--- config.mk ---
export PLATFORM = sky130hd
export DESIGN_NAME = xpmct_scan
export DESIGN_NICKNAME = d
export VERILOG_FILES = /design/src/rtl/xpmct_pkg.sv /design/src/rtl/xpmct_scan.sv
export VERILOG_INCLUDE_DIRS = /design/src /design/src/rtl
export SDC_FILE = /design/constraint.sdc
export NUM_CORES = 1
export LEC_CHECK = 0
export BUFFER_PORTS_ARGS = -buffer_cell sky130_fd_sc_hd__buf_2
export CAP_MARGIN = 20
export CELL_PAD_IN_SITES_DETAIL_PLACEMENT = 0
export CELL_PAD_IN_SITES_GLOBAL_PLACEMENT = 1
export CORE_ASPECT_RATIO = 0.75
export CORE_MARGIN = 5
export CORE_UTILIZATION = 40
export CTS_BUF_LIST = sky130_fd_sc_hd__clkbuf_4
export DETAILED_ROUTE_END_ITERATION = 10
export HOLD_SLACK_MARGIN = 0.06
export PLACE_DENSITY_LB_ADDON = 0.1
export SLEW_MARGIN = 20
export SYNTH_ARGS = -nofsm -noshare
export SYNTH_HDL_FRONTEND = slang
export SYNTH_SLANG_ARGS = --single-unit
--- constraint.sdc ---
create_clock -name aclk -period 5.8 [get_ports aclk]
set_clock_uncertainty 0.2 [all_clocks]
set_input_delay 1.16 -clock aclk [delete_from_list [all_inputs] [get_ports aclk]]
set_output_delay 1.16 -clock aclk [all_outputs]
set_load 0.01 [all_outputs]
--- src/rtl/xpm_colour_table_decoder_top_macros.svh ---
// assertion macros shared by the colour table decoder modules
`ifndef XPM_COLOUR_TABLE_DECODER_TOP_MACROS_SVH
`define XPM_COLOUR_TABLE_DECODER_TOP_MACROS_SVH

// consequent checked in the same cycle as the antecedent
`define XPMCT_ASSERT_SAME(label, ante, cons, msg) \
    label: assert property (@(posedge aclk) disable iff (!aresetn) (ante) |-> (cons)) \
        else $error(msg);

// consequent checked in the cycle after the antecedent
`define XPMCT_ASSERT_NEXT(label, ante, cons, msg) \
    label: assert property (@(posedge aclk) disable iff (!aresetn) (ante) |=> (cons)) \
        else $error(msg);

`endif

--- src/rtl/xpmct_pkg.sv ---
// shared types and constants of the colour table decoder
`default_nettype none

package xpmct_pkg;

    localparam int ID_CHARS   = 5;
    localparam int CHAR_W     = 8;
    localparam int ID_W       = ID_CHARS * CHAR_W;
    localparam int COLOUR_W   = 32;
    localparam int LEN_W      = 3;
    localparam int CFG_W      = 9;
    localparam int CPC_W      = 3;
    localparam int S_TDATA_W  = 48;
    localparam int M_TDATA_W  = 48;

    localparam logic [LEN_W-1:0] CPC_RESET = 3'd1;
    localparam logic [CFG_W-1:0] CC_RESET  = 9'd2;

    // field phases of a colour line
    localparam logic [2:0] PH_ID   = 3'd0;
    localparam logic [2:0] PH_HASH = 3'd2;
    localparam logic [2:0] PH_HEX  = 3'd3;
    localparam logic [2:0] PH_LAST = 3'd7;

    localparam logic [3:0] HEX_FULL = 4'd8;

    localparam logic [7:0] CH_SPACE = 8'h20;
    localparam logic [7:0] CH_TAB   = 8'h09;
    localparam logic [7:0] CH_LF    = 8'h0A;
    localparam logic [7:0] CH_CR    = 8'h0D;
    localparam logic [7:0] CH_HASH  = 8'h23;

    typedef enum logic [0:0] {
        REG_CHARS_PER_COLOUR = 1'b0,
        REG_COLOUR_COUNT     = 1'b1
    } cfg_reg_t;

    localparam logic OP_CHAR     = 1'b0;
    localparam logic OP_LOOKUP   = 1'b1;
    localparam logic KIND_ENTRY  = 1'b0;
    localparam logic KIND_LOOKUP = 1'b1;

    typedef struct packed {
        logic                valid;
        logic                found;
        logic                error;
        logic [7:0]          index;
        logic [COLOUR_W-1:0] colour;
    } res_t;

    // id length clamped to 1 .. ID_CHARS
    function automatic logic [LEN_W-1:0] id_len(input logic [CPC_W-1:0] cpc);
        logic [LEN_W-1:0] n;
        n = cpc;
        if (n == '0) begin
            n = LEN_W'(1);
        end else if (n > LEN_W'(ID_CHARS)) begin
            n = LEN_W'(ID_CHARS);
        end
        return n;
    endfunction

endpackage

`default_nettype wire

--- src/rtl/xpmct_scan.sv ---
// lookup sequencer: walks the table one entry a cycle through a shared comparator
`default_nettype none

module xpmct_scan #(
    parameter int MAX_COLOURS = 256,
    localparam int CNT_W = $clog2(MAX_COLOURS + 1),
    localparam int IDX_W = $clog2(MAX_COLOURS)
) (
    input  wire logic                        aclk,
    input  wire logic                        aresetn,
    input  wire logic                        start,
    input  wire logic [xpmct_pkg::ID_W-1:0]  pixel_id,
    input  wire logic [xpmct_pkg::LEN_W-1:0] id_len,
    input  wire logic [CNT_W-1:0]            n_use,
    input  wire logic                        ack,
    output logic                             rd_en,
    output logic [IDX_W-1:0]                 rd_addr,
    input  wire logic [xpmct_pkg::ID_W+xpmct_pkg::COLOUR_W-1:0] rd_data,
    output xpmct_pkg::res_t                  res
);

    localparam int EXT_W = (IDX_W > 8) ? IDX_W : 8;

    typedef enum logic [1:0] {
        S_IDLE,
        S_RUN,
        S_DONE
    } scan_state_t;

    scan_state_t                      st_reg, st_next;
    logic [CNT_W-1:0]                 rd_idx_reg, rd_idx_next;
    logic                             cmp_valid_reg, cmp_valid_next;
    logic [IDX_W-1:0]                 cmp_idx_reg, cmp_idx_next;
    logic [xpmct_pkg::ID_W-1:0]       want_reg, want_next;
    logic [xpmct_pkg::ID_W-1:0]       mask_reg, mask_next;
    logic [CNT_W-1:0]                 n_reg, n_next;
    logic                             hit_reg, hit_next;
    logic [7:0]                       idx_reg, idx_next;
    logic [xpmct_pkg::COLOUR_W-1:0]   colour_reg, colour_next;

    logic [xpmct_pkg::ID_W-1:0]       mask_in;
    logic                             match_now;
    logic [EXT_W-1:0]                 idx_ext;

    always_comb begin
        for (int i = 0; i < xpmct_pkg::ID_CHARS; i++) begin
            mask_in[i*8 +: 8] = (i < int'(id_len)) ? 8'hFF : 8'h00;
        end
    end

    // entry read last cycle is compared now
    assign match_now = cmp_valid_reg &&
                       ((rd_data[xpmct_pkg::ID_W-1:0] & mask_reg) == want_reg);
    assign idx_ext   = EXT_W'(cmp_idx_reg);
    assign rd_en     = (st_reg == S_RUN) && (rd_idx_reg < n_reg) && !match_now;
    assign rd_addr   = rd_idx_reg[IDX_W-1:0];

    always_comb begin
        st_next        = st_reg;
        rd_idx_next    = rd_idx_reg;
        cmp_valid_next = 1'b0;
        cmp_idx_next   = cmp_idx_reg;
        want_next      = want_reg;
        mask_next      = mask_reg;
        n_next         = n_reg;
        hit_next       = hit_reg;
        idx_next       = idx_reg;
        colour_next    = colour_reg;

        unique case (st_reg)
            S_IDLE: begin
                if (start) begin
                    st_next     = S_RUN;
                    rd_idx_next = '0;
                    want_next   = pixel_id & mask_in;
                    mask_next   = mask_in;
                    n_next      = n_use;
                end
            end
            S_RUN: begin
                if (match_now) begin
                    st_next     = S_DONE;
                    hit_next    = 1'b1;
                    idx_next    = idx_ext[7:0];
                    colour_next = rd_data[xpmct_pkg::ID_W +: xpmct_pkg::COLOUR_W];
                end else if (rd_en) begin
                    rd_idx_next    = rd_idx_reg + CNT_W'(1);
                    cmp_valid_next = 1'b1;
                    cmp_idx_next   = rd_idx_reg[IDX_W-1:0];
                end else if (!cmp_valid_reg) begin
                    st_next     = S_DONE;
                    hit_next    = 1'b0;
                    idx_next    = 8'd0;
                    colour_next = '0;
                end
            end
            S_DONE: begin
                if (ack) begin
                    st_next = S_IDLE;
                end
            end
            default: begin
                st_next = S_IDLE;
            end
        endcase
    end

    always_comb begin
        res        = '0;
        res.valid  = (st_reg == S_DONE);
        res.found  = hit_reg;
        res.index  = idx_reg;
        res.colour = colour_reg;
    end

    always_ff @(posedge aclk) begin
        if (!aresetn) begin
            st_reg        <= S_IDLE;
            cmp_valid_reg <= 1'b0;
            rd_idx_reg    <= '0;
        end else begin
            st_reg        <= st_next;
            cmp_valid_reg <= cmp_valid_next;
            rd_idx_reg    <= rd_idx_next;
        end
        cmp_idx_reg <= cmp_idx_next;
        want_reg    <= want_next;
        mask_reg    <= mask_next;
        n_reg       <= n_next;
        hit_reg     <= hit_next;
        idx_reg     <= idx_next;
        colour_reg  <= colour_next;
    end

`include "xpm_colour_table_decoder_top_macros.svh"

    `XPMCT_ASSERT_SAME(a_cmp_in_range, cmp_valid_reg, CNT_W'(cmp_idx_reg) < n_reg, "compared entry beyond table in use")
    `XPMCT_ASSERT_NEXT(a_done_holds, (st_reg == S_DONE) && !ack, (st_reg == S_DONE) && $stable(res), "lookup result changed before taken")

endmodule

`default_nettype wire

==> metrics <==
outcome complete, no violations; area taken by flip-flops and latches ~0.0033 mm^2; hold depth 1; Hold Crit Class reg2reg; die area roughly 0.016 mm^2; later-pin clock latency in the skew report between 500 and 600 ps; maxcap violations 0; power spent charging and discharging nets around 0.0005 W; worst slack after detailed placement between 1000 and 1500 ps; largest net degree at the start of global routing 60; Hold Vio Cnt, Final 0; minimum setup slack among reg-to-reg paths between 2000 and 2500 ps; number of buffers on the longest clock path 2; relative area change from synthesis to final layout 22.31%; worst r2r dst cmp_idx_reg[0]$_DFFE_PP_; overall routing resource usage between 10% and 20%; Hold-fix buffers, CTS 0; vias post-DR around 4000; clock edge transition at the registers on the reported setup and hold paths 120 ps; combinational power share between 10% and 20%; final routed wirelength across all metal layers 13110 um; critical path data arrival time about 3200 ps; flops & latches, synth around 120; worst relative slew slack between 30 and 40%; critical path startpoint category flop; average wire length per cell after detail routing approximately 16 um; power density over the cells ~270 mW/mm^2; critical path class reg2out; core area 0.01356 mm^2; clock tree from TritonCTS built; setup repair after global routing missed its margin false; proportion of power drawn by the clock network a little under a third; cell area after synthesis between 0.005 and 0.006 mm^2; cell internal pwr approximately 0.0013 W; final sum of negative setup slack 0 ps; sequential element share of the synthesized area roughly three fifths; flip-flop count of the largest register after layout 40; critical path endpoint category output port; count of clock tree sinks 115; buffers inserted during post-CTS setup optimization 0; count of buffers inserted at the top-level ports 178; switching power as a share of total power ~28%; leftover overflow at the end of global routing 0; Final Instance Area between 0.006 and 0.007 mm^2; Via density between 5 and 6; number of search-and-repair iterations in the first detailed-routing pass 5; number of gates given a new drive strength after cts 0; Inserted Diodes 0; antenna violations before repair 2; nets between 700 and 800; nets in the synthesized netlist 581; hold path startpoint cmp_idx_reg[5]$_DFFE_PP_; number of warning messages in the yosys log 0; multi-input combinational cell area around 0.0019 mm^2; I/O pin count 180; maximum achievable frequency between 200 and 250 MHz; wire length of the first global-routing pass 20420 um; die outline width approximately 150 um; part of the total power dissipated in sequential elements a little under three fifths; post-synthesis cell count 444; DRC violations left 0; row count 37; most common flop cell mapped by yosys sky130_fd_sc_hd__edfxtp_1; mean instance size in the synthesized netlist approximately 12 um^2; share of async-settable or async-resettable flops after synthesis 0%; final max-slew violation count 0; Least-Margin Pin Slew 907.5 ps; worst-case vdd ir drop 0.0001365 V; DR iter-0 viols roughly 230; fraction of layout cells with a size suffix above 1 a little over a third; effective utilization at floorplan ~40%; H-tree levels 4; HPWL Detailed between 9000 and 10000 um; number of enable-type register cells in the synthesized netlist 103; area post-placement between 0.006 and 0.007 mm^2; largest fanout on the critical path 20; leakage component of the power between 2 and 3 nW; path depth of the worst reg2reg path 7; clock buffer count from CTS 17; Yosys cell types 49; global placer's final weighted congestion 0.7903; ratio of final minimum period to clock period around four fifths; required time at the endpoint of the critical path about 4400 ps; antenna-violating nets left 0; total power roughly 0.0018 W; Die Ht roughly 110 um; Final setup viols 0; launch point of the worst reg-to-reg path mask_reg[15]$_DFFE_PP_; fin worst setup slack between 1000 and 1500 ps; hold-critical path endpoint idx_reg[5]$_SDFFCE_PN0P_; FILL cells between 1000 and 1500; clock period minus worst slack between 4000 and 5000 ps; Root Buffer sky130_fd_sc_hd__clkbuf_4; vias in the first global route around 4000
-- per-layer routing --
| layer | global-route usage, % | part of all wire (%) | up-vias |
|---|---|---|---|
| met5 | 0 | 0.16 | - |
| met4 | 5.594 | 1.3 | 4 |
| met3 | 5.411 | 8.8 | 15 |
| met2 | 23.62 | 44 | 147 |
| met1 | 21.90 | 46 | 1879 |
| li1 | - | - | 1987 |
-- worst max-delay path by stage --
stage / startpoint / endpoint / slack [ps] / depth (start not counted)
2_1_floorplan: rd_data[26] / rd_en / 1760 / 7
3_3_place_gp: rd_data[14] / rd_en / 1310 / 8
5_1_grt: rd_idx_reg[4]$_SDFFE_PN0P_ / rd_en / 940 / 8
6_report: rd_idx_reg[4]$_SDFFE_PN0P_ / rd_en / 1200 / 8
4_1_cts: rd_idx_reg[4]$_SDFFE_PN0P_ / rd_en / 1140 / 8
3_5_place_dp: rd_data[14] / rd_en / 1360 / 8
-- cells in the mapped netlist, drive strengths merged (3+ instances only) --
cell type  instances  share of area, %
a21boi             3              0.41
a21oi             19               1.7
and2              56               6.4
and3               5              0.57
and3b              3              0.48
buf               19               2.8
clkbuf             7              0.55
dfxtp             12               4.4
edfxtp           103                56
ha                 9               2.1
inv               16               1.1
nand2             14              0.96
nand3             26               2.4
nand4b            12               1.9
nor2              11              0.75
nor2b             26               3.0
nor3               8              0.73
nor4               4              0.73
o211ai             8               1.2
o21a              10               1.4
o21ai              5              0.46
o22ai             18               2.1
o41a               6               1.2
or4                3              0.55
xnor2              8               1.3
xor2              12               1.9
-- worst max-delay path: stages, from the launching register on --
cell	delay (ps)
sky130_fd_sc_hd__dfxtp_1	500
sky130_fd_sc_hd__ha_1	300
sky130_fd_sc_hd__a21oi_1	150
sky130_fd_sc_hd__nor2_1	50
sky130_fd_sc_hd__a2111oi_0	430
sky130_fd_sc_hd__a21oi_1	130
sky130_fd_sc_hd__or3b_1	670
sky130_fd_sc_hd__nor2_1	300
sky130_fd_sc_hd__buf_2	200
-- metrics by stage --
stage	cells	util, %	hold WS (ps)
global placement	773	47.39	303.7
finish	805	49.51	334.5
global route	805	49.51	356.7
detailed placement	773	47.39	310.6
floorplan	444	-	291.0
CTS	805	49.44	338.0
-- power groups by stage --
stage / clock [W] / combinational [W] / sequential [W]
global route: 0.000622 / 0.000234 / 0.00102
finish: 0.000568 / 0.000210 / 0.00101
floorplan: 0 / 0.000117 / 0.00102
global placement: 0 / 0.000206 / 0.00103
CTS: 0.000587 / 0.000213 / 0.00101
detailed placement: 0 / 0.000212 / 0.00103
-- final cells by class --
type | count | share of cell area, %
Multi-Input combinational cell | 286 | 28.51
Tap cell | 175 | 3.261
Inverter | 17 | 0.9689
Clock buffer | 17 | 1.900
Clock inverter | 15 | 2.236
Timing Repair Buffer | 180 | 13.49
Sequential cell | 115 | 49.64
-- cells in the final DEF, fill, tap and decap left out, drive strengths merged, types with 10 or more instances in the layout --
| cell type | Yosys | layout |
|---|---|---|
| xor2 | 12 | 12 |
| dfxtp | 12 | 12 |
| inv | 16 | 21 |
| clkbuf | 7 | 17 |
| buf | 19 | 180 |
| nand2 | 14 | 14 |
| a21oi | 19 | 19 |
| o22ai | 18 | 18 |
| o21a | 10 | 10 |
| nand3 | 26 | 26 |
| edfxtp | 103 | 103 |
| nor2b | 26 | 26 |
| and2 | 56 | 56 |
| nand4b | 12 | 12 |
| nor2 | 11 | 11 |
-- cell families (layout without fill, tap and decap cells) --
family | Yosys count | count (layout) | share of synthesized area (%)
buffers and inverters | 43 | 229 | 4.558
flip-flops | 115 | 115 | 60.71
XOR/XNOR | 20 | 20 | 3.191
AO/OA/AOI/OAI | 77 | 77 | 9.571
other | 1 | 1 | 0.06830
multiplexers | 1 | 1 | 0.1823
adder cells (fa/ha/maj) | 9 | 9 | 2.051
AND/OR/NAND/NOR | 178 | 178 | 19.67
Note: power is estimated with default switching activity, not from simulation.
