[src/rtl/xpm_colour_table_decoder_top_macros.svh]
// assertion macros shared by the colour table decoder modules
`ifndef XPM_COLOUR_TABLE_DECODER_TOP_MACROS_SVH
`define XPM_COLOUR_TABLE_DECODER_TOP_MACROS_SVH

// consequent checked in the same cycle as the antecedent
`define XPMCT_ASSERT_SAME(label, ante, cons, msg) \
    label: assert property (@(posedge aclk) disable iff (!aresetn) (ante) |-> (cons)) \
        else $error(msg);

// consequent checked in the cycle after the antecedent
`define XPMCT_ASSERT_NEXT(label, ante, cons, msg) \
    label: assert property (@(posedge aclk) disable iff (!aresetn) (ante) |=> (cons)) \
        else $error(msg);

`endif

[src/rtl/xpmct_pkg.sv]
// shared types and constants of the colour table decoder
`default_nettype none

package xpmct_pkg;

    localparam int ID_CHARS   = 5;
    localparam int CHAR_W     = 8;
    localparam int ID_W       = ID_CHARS * CHAR_W;
    localparam int COLOUR_W   = 32;
    localparam int LEN_W      = 3;
    localparam int CFG_W      = 9;
    localparam int CPC_W      = 3;
    localparam int S_TDATA_W  = 48;
    localparam int M_TDATA_W  = 48;

    localparam logic [LEN_W-1:0] CPC_RESET = 3'd1;
    localparam logic [CFG_W-1:0] CC_RESET  = 9'd2;

    // field phases of a colour line
    localparam logic [2:0] PH_ID   = 3'd0;
    localparam logic [2:0] PH_HASH = 3'd2;
    localparam logic [2:0] PH_HEX  = 3'd3;
    localparam logic [2:0] PH_LAST = 3'd7;

    localparam logic [3:0] HEX_FULL = 4'd8;

    localparam logic [7:0] CH_SPACE = 8'h20;
    localparam logic [7:0] CH_TAB   = 8'h09;
    localparam logic [7:0] CH_LF    = 8'h0A;
    localparam logic [7:0] CH_CR    = 8'h0D;
    localparam logic [7:0] CH_HASH  = 8'h23;

    typedef enum logic [0:0] {
        REG_CHARS_PER_COLOUR = 1'b0,
        REG_COLOUR_COUNT     = 1'b1
    } cfg_reg_t;

    localparam logic OP_CHAR     = 1'b0;
    localparam logic OP_LOOKUP   = 1'b1;
    localparam logic KIND_ENTRY  = 1'b0;
    localparam logic KIND_LOOKUP = 1'b1;

    typedef struct packed {
        logic                valid;
        logic                found;
        logic                error;
        logic [7:0]          index;
        logic [COLOUR_W-1:0] colour;
    } res_t;

    // id length clamped to 1 .. ID_CHARS
    function automatic logic [LEN_W-1:0] id_len(input logic [CPC_W-1:0] cpc);
        logic [LEN_W-1:0] n;
        n = cpc;
        if (n == '0) begin
            n = LEN_W'(1);
        end else if (n > LEN_W'(ID_CHARS)) begin
            n = LEN_W'(ID_CHARS);
        end
        return n;
    endfunction

endpackage

`default_nettype wire

[src/rtl/xpmct_parse.sv]
// colour line parser: id capture, hex accumulation and table writes
`default_nettype none

module xpmct_parse #(
    parameter int MAX_COLOURS = 256,
    localparam int CNT_W = $clog2(MAX_COLOURS + 1),
    localparam int IDX_W = $clog2(MAX_COLOURS)
) (
    input  wire logic                     aclk,
    input  wire logic                     aresetn,
    input  wire logic                     take,
    input  wire logic [7:0]               ch,
    input  wire logic                     line_end,
    input  wire logic [xpmct_pkg::LEN_W-1:0] id_len,
    input  wire logic [CNT_W-1:0]         n_use,
    output logic                          wr_en,
    output logic [IDX_W-1:0]              wr_addr,
    output logic [xpmct_pkg::ID_W+xpmct_pkg::COLOUR_W-1:0] wr_data,
    output xpmct_pkg::res_t               res
);

    localparam int EXT_W = (IDX_W > 8) ? IDX_W : 8;

    logic [2:0]                        phase_reg, phase_next;
    logic [2:0]                        idcnt_reg, idcnt_next;
    logic [xpmct_pkg::ID_W-1:0]        idcap_reg, idcap_next;
    logic [xpmct_pkg::COLOUR_W-1:0]    hex_reg, hex_next;
    logic [3:0]                        hexcnt_reg, hexcnt_next;
    logic [CNT_W-1:0]                  entry_reg, entry_next;
    logic                              sticky_reg, sticky_next;

    logic                              is_ws;
    logic                              hex_ok;
    logic [3:0]                        hex_val;
    logic                              full;
    logic                              store;
    logic [4:0]                        align_sh;
    logic [xpmct_pkg::COLOUR_W-1:0]    colour;
    logic [xpmct_pkg::ID_W-1:0]        id_line;
    logic [EXT_W-1:0]                  idx_ext;

    assign is_ws = (ch == xpmct_pkg::CH_SPACE) || (ch == xpmct_pkg::CH_TAB) ||
                   (ch == xpmct_pkg::CH_LF)    || (ch == xpmct_pkg::CH_CR);

    always_comb begin
        hex_ok  = 1'b1;
        hex_val = 4'd0;
        if (ch >= 8'h30 && ch <= 8'h39) begin
            hex_val = 4'(ch - 8'h30);
        end else if (ch >= 8'h61 && ch <= 8'h66) begin
            hex_val = 4'(ch - 8'h57);
        end else if (ch >= 8'h41 && ch <= 8'h46) begin
            hex_val = 4'(ch - 8'h37);
        end else begin
            hex_ok = 1'b0;
        end
    end

    always_comb begin
        phase_next  = phase_reg;
        idcnt_next  = idcnt_reg;
        idcap_next  = idcap_reg;
        hex_next    = hex_reg;
        hexcnt_next = hexcnt_reg;
        entry_next  = entry_reg;
        sticky_next = sticky_reg;
        full        = 1'b0;
        store       = 1'b0;
        align_sh    = '0;
        colour      = '0;
        id_line     = '0;
        idx_ext     = EXT_W'(entry_reg[IDX_W-1:0]);
        wr_en       = 1'b0;
        wr_addr     = entry_reg[IDX_W-1:0];
        res         = '0;

        if (take) begin
            if (is_ws) begin
                if (idcnt_reg != 3'd0 && phase_reg != xpmct_pkg::PH_LAST) begin
                    phase_next = phase_reg + 3'd1;
                end
            end else begin
                unique case (phase_reg)
                    xpmct_pkg::PH_ID: begin
                        if (idcnt_reg < id_len) begin
                            for (int i = 0; i < xpmct_pkg::ID_CHARS; i++) begin
                                if (idcnt_reg == 3'(i)) begin
                                    idcap_next[i*8 +: 8] = ch;
                                end
                            end
                            idcnt_next = idcnt_reg + 3'd1;
                        end
                    end
                    xpmct_pkg::PH_HASH: begin
                        if (ch == xpmct_pkg::CH_HASH) begin
                            phase_next = xpmct_pkg::PH_HEX;
                        end
                    end
                    xpmct_pkg::PH_HEX: begin
                        if (hex_ok) begin
                            hex_next = {hex_reg[xpmct_pkg::COLOUR_W-5:0], hex_val};
                            if (hexcnt_reg < xpmct_pkg::HEX_FULL) begin
                                hexcnt_next = hexcnt_reg + 4'd1;
                            end
                        end else begin
                            sticky_next = 1'b1;
                        end
                    end
                    default: begin
                    end
                endcase
            end

            if (line_end) begin
                full     = (entry_reg >= n_use);
                store    = !sticky_next && !full;
                // left-align short colours
                align_sh = {3'(xpmct_pkg::HEX_FULL - hexcnt_next), 2'b00};
                if (hexcnt_next == 4'd0) begin
                    colour = '0;
                end else if (hexcnt_next >= xpmct_pkg::HEX_FULL) begin
                    colour = hex_next;
                end else begin
                    colour = hex_next << align_sh;
                end
                // id including this word, before the line state is cleared
                id_line = idcap_next;

                wr_en      = store;
                res.valid  = 1'b1;
                res.found  = store;
                res.error  = !store;
                res.index  = store ? idx_ext[7:0] : 8'd0;
                res.colour = store ? colour : '0;
                if (store) begin
                    entry_next = entry_reg + CNT_W'(1);
                end

                phase_next  = xpmct_pkg::PH_ID;
                idcnt_next  = 3'd0;
                idcap_next  = '0;
                hex_next    = '0;
                hexcnt_next = 4'd0;
            end
        end
    end

    assign wr_data = {colour, id_line};

    always_ff @(posedge aclk) begin
        if (!aresetn) begin
            phase_reg  <= xpmct_pkg::PH_ID;
            idcnt_reg  <= 3'd0;
            idcap_reg  <= '0;
            hex_reg    <= '0;
            hexcnt_reg <= 4'd0;
            entry_reg  <= '0;
            sticky_reg <= 1'b0;
        end else begin
            phase_reg  <= phase_next;
            idcnt_reg  <= idcnt_next;
            idcap_reg  <= idcap_next;
            hex_reg    <= hex_next;
            hexcnt_reg <= hexcnt_next;
            entry_reg  <= entry_next;
            sticky_reg <= sticky_next;
        end
    end

`include "xpm_colour_table_decoder_top_macros.svh"

    `XPMCT_ASSERT_SAME(a_hexcnt_sat, 1'b1, hexcnt_reg <= xpmct_pkg::HEX_FULL, "hex count past 8")
    `XPMCT_ASSERT_NEXT(a_line_clear, take && line_end, (phase_reg == xpmct_pkg::PH_ID) && (idcnt_reg == 3'd0) && (hexcnt_reg == 4'd0), "line state not cleared")

endmodule

`default_nettype wire

[config.mk]
export PLATFORM = sky130hd
export DESIGN_NAME = xpmct_parse
export DESIGN_NICKNAME = d
export VERILOG_FILES = /design/src/rtl/xpmct_pkg.sv /design/src/rtl/xpmct_parse.sv
export VERILOG_INCLUDE_DIRS = /design/src /design/src/rtl
export SDC_FILE = /design/constraint.sdc
export NUM_CORES = 1
export LEC_CHECK = 0
export BUFFER_PORTS_ARGS = -buffer_cell sky130_fd_sc_hd__clkbuf_2
export CORE_MARGIN = 2
export CORE_UTILIZATION = 40
export CTS_CLUSTER_DIAMETER = 40
export DETAILED_ROUTE_END_ITERATION = 8
export MAX_ROUTING_LAYER = met4
export SYNTH_ARGS = -nofsm -noshare
export SYNTH_HDL_FRONTEND = slang
export SYNTH_SLANG_ARGS = --single-unit
[constraint.sdc]
create_clock -name aclk -period 12.6 [get_ports aclk]
set_clock_uncertainty 0.2 [all_clocks]
set_input_delay 1.89 -clock aclk [delete_from_list [all_inputs] [get_ports aclk]]
set_output_delay 1.89 -clock aclk [all_outputs]
set_load 0.005 [all_outputs]
==> results of run 1 <==
[metal layers]
metal	vias up	wire length (um)
met5	-	0
li1	4106	-
met2	377	13100
met4	0	1450
met3	82	1640
met1	4061	12400
[final cells by class]
class,count,area [sq um]
Clock buffer,10,239
Timing Repair Buffer,160,833
Tap cell,265,332
Sequential cell,92,1840
Multi-Input combinational cell,855,5290
Inverter,47,176
Clock inverter,6,60.1
Fill cell,2036,10600
[per-stage QoR]
stage | cell area (sq um) | hold WS [ns] | cells
floorplan | 7820 | 0.237 | 1109
global placement | 8470 | 0.261 | 1419
detailed placement | 8470 | 0.261 | 1419
CTS | 8770 | 0.278 | 1435
global route | 8770 | 0.298 | 1435
finish | 8770 | 0.273 | 1435
[power groups by stage]
stage	Clock, uW	Combinational [uW]	Sequential [uW]
4_1_cts	276	65.3	294
2_1_floorplan	0	44.8	301
3_5_place_dp	0	65.2	301
3_3_place_gp	0	64.8	301
5_1_grt	289	72.0	295
6_report	275	66.1	294
[kinds of logic after synthesis]
group | share of synthesized area
XOR/XNOR | 0.0158
AND/OR/NAND/NOR | 0.259
AO/OA/AOI/OAI | 0.279
multiplexers | 0.0762
buffers and inverters | 0.0893
flip-flops | 0.236
adder cells (fa/ha/maj) | 0.0448
[worst max-delay path: cells and delay by family]
family	cells	cell delay, ns
xor+xnor	1	0.92
buf+inv	6	1.62
compound gates	6	1.44
simple gates	2	0.37
fa+ha+maj	2	0.57
[cells in the final DEF, fill, tap and decap left out, drive strengths merged, types with 8 or more instances in the layout]
cell	synthesis	layout
nor2	217	217
clkbuf	67	157
dfxtp	92	92
nand2	87	87
a21oi	66	66
mux2i	49	49
inv	45	46
o21ai	46	46
a32oi	44	44
nand3	33	33
ha	28	28
nor3	27	27
a22oi	24	24
o22ai	20	20
or3	18	18
o211ai	15	15
and2	15	15
a31oi	14	14
nand4	14	14
a211oi	14	14
buf	48	13
o31ai	10	10
nor2b	9	9
xnor2	9	9
and3	8	8
[worst paths after layout]
kind                       end  slack, ns  depth (start not counted)
setup reg to reg  entry_reg[8]       8.74                         11
setup / recovery       res[31]       3.66                         17
hold reg to reg     sticky_reg       0.27                          2
hold / removal      sticky_reg       0.27                          2
==> results.yml, run 1 <==
clocking:
  clock_sinks: 92
  tritoncts_buffers: 9
  clk_path_buf_depth: 2
  clock_insertion_delay_worst_skew_ns: 0.36
  postCtsHoldBufs: 0
  postCtsSetupRepairBufs: 0
  cts_resized: 0
  clkSlewWorstSetupHoldPaths_ns: 0.07
  ctsRootBufferMaster: "clkbuf_16"
  cts.htree.levels: 3
  tritoncts: "done"
final_layout:
  syn_to_final_growth_pct: 12.2
  diodes: 0
  final_core_utilization: 0.454
  drive_gt1_frac: 0.177
  design.final.nets: 1217
  largest_register_ff_count: 40
worst_setup_path:
  crit_path_top_delay_cell: "xnor2_1"
  critPathKind: "in -> out"
  critical_path.endpoint_type: "primary output"
  crit_required_ns: 10.51
  critical_path.max_fanout: 40
  start_kind: "input pin"
  cpMostUsedCell: "inv_1"
  critical_path_arrival_ns: 6.85
  r2r_startpoint: "entry_reg[2]"
  critPathMaxStageDelay_ns: 0.92
  crit_path_cell_trace: "clkbuf_2 > inv_1 > ha_1 > o21bai_1 > a21oi_2 > o21ai_4 > xnor2_1 > inv_1 > ha_1 > buf_4 > inv_1 > nand2_1 > o22a_1 > a21oi_1 > a211oi_1 > nor3b_2 > clkbuf_2"
  worstSetupStartpoint: "ch[0]"
routing:
  drt_wl_total_mm: 28.6
  route.detailed.drc: 0
  first_pass_iteration_count_of_the_detailed_router: 6
  wire_per_inst_um: 19.9
  drt-vias-per-instance: 6.01
  first_iter_violations: 817
  routed-via-count: 8626
  drtAntennaViolNets: 0
synthesis:
  mappedNetlistNets: 1161
  async_flop_share: 0
  syn_area_sq_um: 7820
  synth_enable_flop_cells: 0
  ys_seq_elements: 92
  yosys.cell_types.count: 81
  synthMostInstantiatedCell: "nor2_1"
  synth_top_cell_by_area: "dfxtp_1"
  synth_sequential_area_ratio: 0.236
  postSynthCellCount: 1109
  synthesis.yosys.warnings: 0
  synth.area.top_cells: "dfxtp_1, nor2_1, mux2i_1"
  dominantRegCellSynth: "dfxtp_1"
  synth.top_cells.by_count: "nor2_1, dfxtp_1, nand2_1"
  synth.avg_cell_area_sq_um: 7.05
  yosys.area.top_type_share: 0.236
pwr:
  power.share.clock: 0.432
  design_power_total_uw: 635
  power.ir.vdd_worst_uv: 59.7
  p_switching_uw: 181
  cellPowerDensity_nw_per_um2: 72.4
  total_leakage_power_uw: 0.00347
  p_sw_frac: 0.285
  p_comb_frac: 0.104
  p_int_uw: 454
  seq_power_share: 0.464
floorplanning:
  fp.dieArea_sq_um: 20700
  ios: 148
  core.rowCount: 51
  initial_utilization: 0.404
  floorplan.die.width_um: 144
  design.core.area_sq_um: 19300
  die_height_um: 144
timing:
  max_slew_margin: 0.218
  hold_violations: 0
  final_min_period_over_clock_period: 0.709
  setup_viol: 0
  tightestPinTransition_ns: 1.16
  max_clock_freq_mhz: 112
  final_slew_viol_count: 0
  final.setup.worst_slack_ns: 3.66
  period_minus_slack_ns: 8.94
  final.setup.tns_ns: 0
  setup_repair_after_global_routing_missed_its_margin: "false"
global_route:
  first_global_vias: 7726
  antenna_violations_before_repair: 0
  gr-max-usage-layer: "met2"
  grt_remaining_overflow: 0
  globalRouteMet2Util: 0.428
  grt_max_degree: 73
  groute.usage.overall: 0.279
  use_met1: 0.361
  global_route.usage.met3: 0.0343
  grt_pass1_wl_mm: 43.9
placement:
  io_buffer_count: 147
  detailedPlace.worstSlack_ns: 3.84
  detail_placement_hpwl_mm: 19.8
  routabilityCongestion: 0.981
hold_path:
  worst_hold_path_type: "reg -> reg"
  min_from: "sticky_reg"
flow_run:
  max-cap-violations: 0
run_status:
  run_status: "finished clean"
(Power assumes the default switching activity.)
==> inputs of run 2 (changes only) <==
==> constraint.sdc (replaced) <==
create_clock -name aclk -period 8.1 [get_ports aclk]
set_clock_uncertainty 0.2 [all_clocks]
set_input_delay 1.215 -clock aclk [delete_from_list [all_inputs] [get_ports aclk]]
set_output_delay 1.215 -clock aclk [all_outputs]
set_load 0.005 [all_outputs]
==> results.yml, run 2 (synthesized netlist as in run 1, its figures left out) <==
worst_setup_path:
  critPathKind: "in -> out"
  worst_path_dominant_cell_family: "compound AO/OA/AOI/OAI gates"
  critPathMaxStageDelay_ns: 0.79
  crit_path_top_delay_cell: "xnor3_1"
  critical_path_buf_inv_count: 5
  critical_path.max_fanout: 16
  crit_path_cell_trace: "clkbuf_2 > inv_1 > ha_1 > o21bai_1 > a21oi_2 > o21ai_4 > xnor2_1 > buf_4 > inv_1 > ha_1 > xnor3_1 > o221ai_1 > o21ai_0 > nor2_1 > a221o_1 > clkbuf_2"
  critical_path_arrival_ns: 5.44
  crit_required_ns: 6.68
  critical_path.endpoint_type: "primary output"
  start_kind: "input pin"
pwr:
  total_leakage_power_uw: 0.00352
  power.ir.vdd_worst_uv: 121
  cellPowerDensity_nw_per_um2: 119
routing:
  first_iter_violations: 764
  drt_wl_total_mm: 29.1
  routed-via-count: 8643
  drt-vias-per-instance: 6.01
  wire_per_inst_um: 20.3
  first_pass_iteration_count_of_the_detailed_router: 5
  route.detailed.drc: 0
  drtAntennaViolNets: 0
flow_run:
  max-cap-violations: 0
floorplanning:
  floorplan.die.width_um: 144
  fp.dieArea_sq_um: 20700
  die_height_um: 144
  core.rowCount: 51
  ios: 148
  initial_utilization: 0.404
  design.core.area_sq_um: 19300
timing:
  tightestPinTransition_ns: 1.01
  final.setup.tns_ns: 0
  final_slew_viol_count: 0
  period_minus_slack_ns: 6.85
  final_min_period_over_clock_period: 0.846
  max_slew_margin: 0.329
  final.setup.worst_slack_ns: 1.25
  setup_repair_after_global_routing_missed_its_margin: "false"
  setup_viol: 0
  hold_violations: 0
  max_clock_freq_mhz: 146
clocking:
  tritoncts_buffers: 9
  ctsRootBufferMaster: "clkbuf_16"
  cts_resized: 0
  cts.htree.levels: 3
  clkSlewWorstSetupHoldPaths_ns: 0.07
  tritoncts: "done"
  clock_insertion_delay_worst_skew_ns: 0.36
  postCtsHoldBufs: 0
  clk_path_buf_depth: 2
  postCtsSetupRepairBufs: 0
  clock_sinks: 92
placement:
  routabilityCongestion: 0.935
  detailedPlace.worstSlack_ns: 1.28
  placed_area_sq_um: 8500
  detail_placement_hpwl_mm: 20.8
  io_buffer_count: 147
final_layout:
  drive_gt1_frac: 0.180
  most-common-layout-cells: "nor2_1, clkbuf_2, dfxtp_1"
  n_fill_cell: 2063
  design.final.nets: 1221
  layout_commonest_cell: "nor2_1"
  final_core_utilization: 0.458
  diodes: 0
  syn_to_final_growth_pct: 13.2
  largest_register_ff_count: 40
  design_area_sq_um: 8850
global_route:
  grt_remaining_overflow: 0
  groute.usage.overall: 0.287
  first_global_vias: 7931
  antenna_violations_before_repair: 0
  grt_max_degree: 73
  grt_pass1_wl_mm: 45.1
hold_path:
  worst_hold_path_type: "reg -> reg"
run_status:
  run_status: "finished clean"
run 2: changes by cell type in the layout (fill, tap and decap cells not counted), sizes merged:
cell,delta
buf,+4
bufinv,+2
clkinvlp,-2
inv,+2
clkinv,-2
run 2: layer usage:
layer	global-route usage	wire (um)	up-vias
li1	-	-	4119
met4	0.121	1160	0
met2	0.473	14000	323
met5	-	0	-
met3	0.0337	1410	61
met1	0.357	12600	4140
run 2: area by class of cell:
type	count	area, sq um	share of cell area
inverters	47	176	0.0199
multi-input cells	855	5290	0.598
flip-flops and latches	92	1840	0.208
repair buffers	164	863	0.0976
clock inverters	6	105	0.0119
well taps	265	332	0.0375
clock buffers	10	239	0.0270
run 2: tightest hold or removal path: stages, from the launching register on:
cell	delay, ns
dfxtp_1	0.33
a21oi_1	0.04
nor2_1	0.07
run 2: metrics by stage:
stage,instances,hold slack [ns],total power [uW]
detailed placement,1423,0.263,569
CTS,1439,0.280,1060
global route,1439,0.319,1090
global placement,1423,0.260,570
finish,1439,0.271,1050
floorplan,1109,0.237,537
run 2: worst paths after layout:
path                              startpoint            end  slack, ns  depth (start not counted)
worst min-delay path              sticky_reg     sticky_reg       0.27                          2
worst max register to register  idcnt_reg[1]  idcap_reg[23]       4.65                          8
worst max-delay path                   ch[0]        res[28]       1.25                         16
worst min register to register    sticky_reg     sticky_reg       0.27                          2
run 2: where the power goes:
group	internal (uW)	switching (uW)
logic	29.0	73.1
registers	455	2.81
clock network	286	203
total	770	279
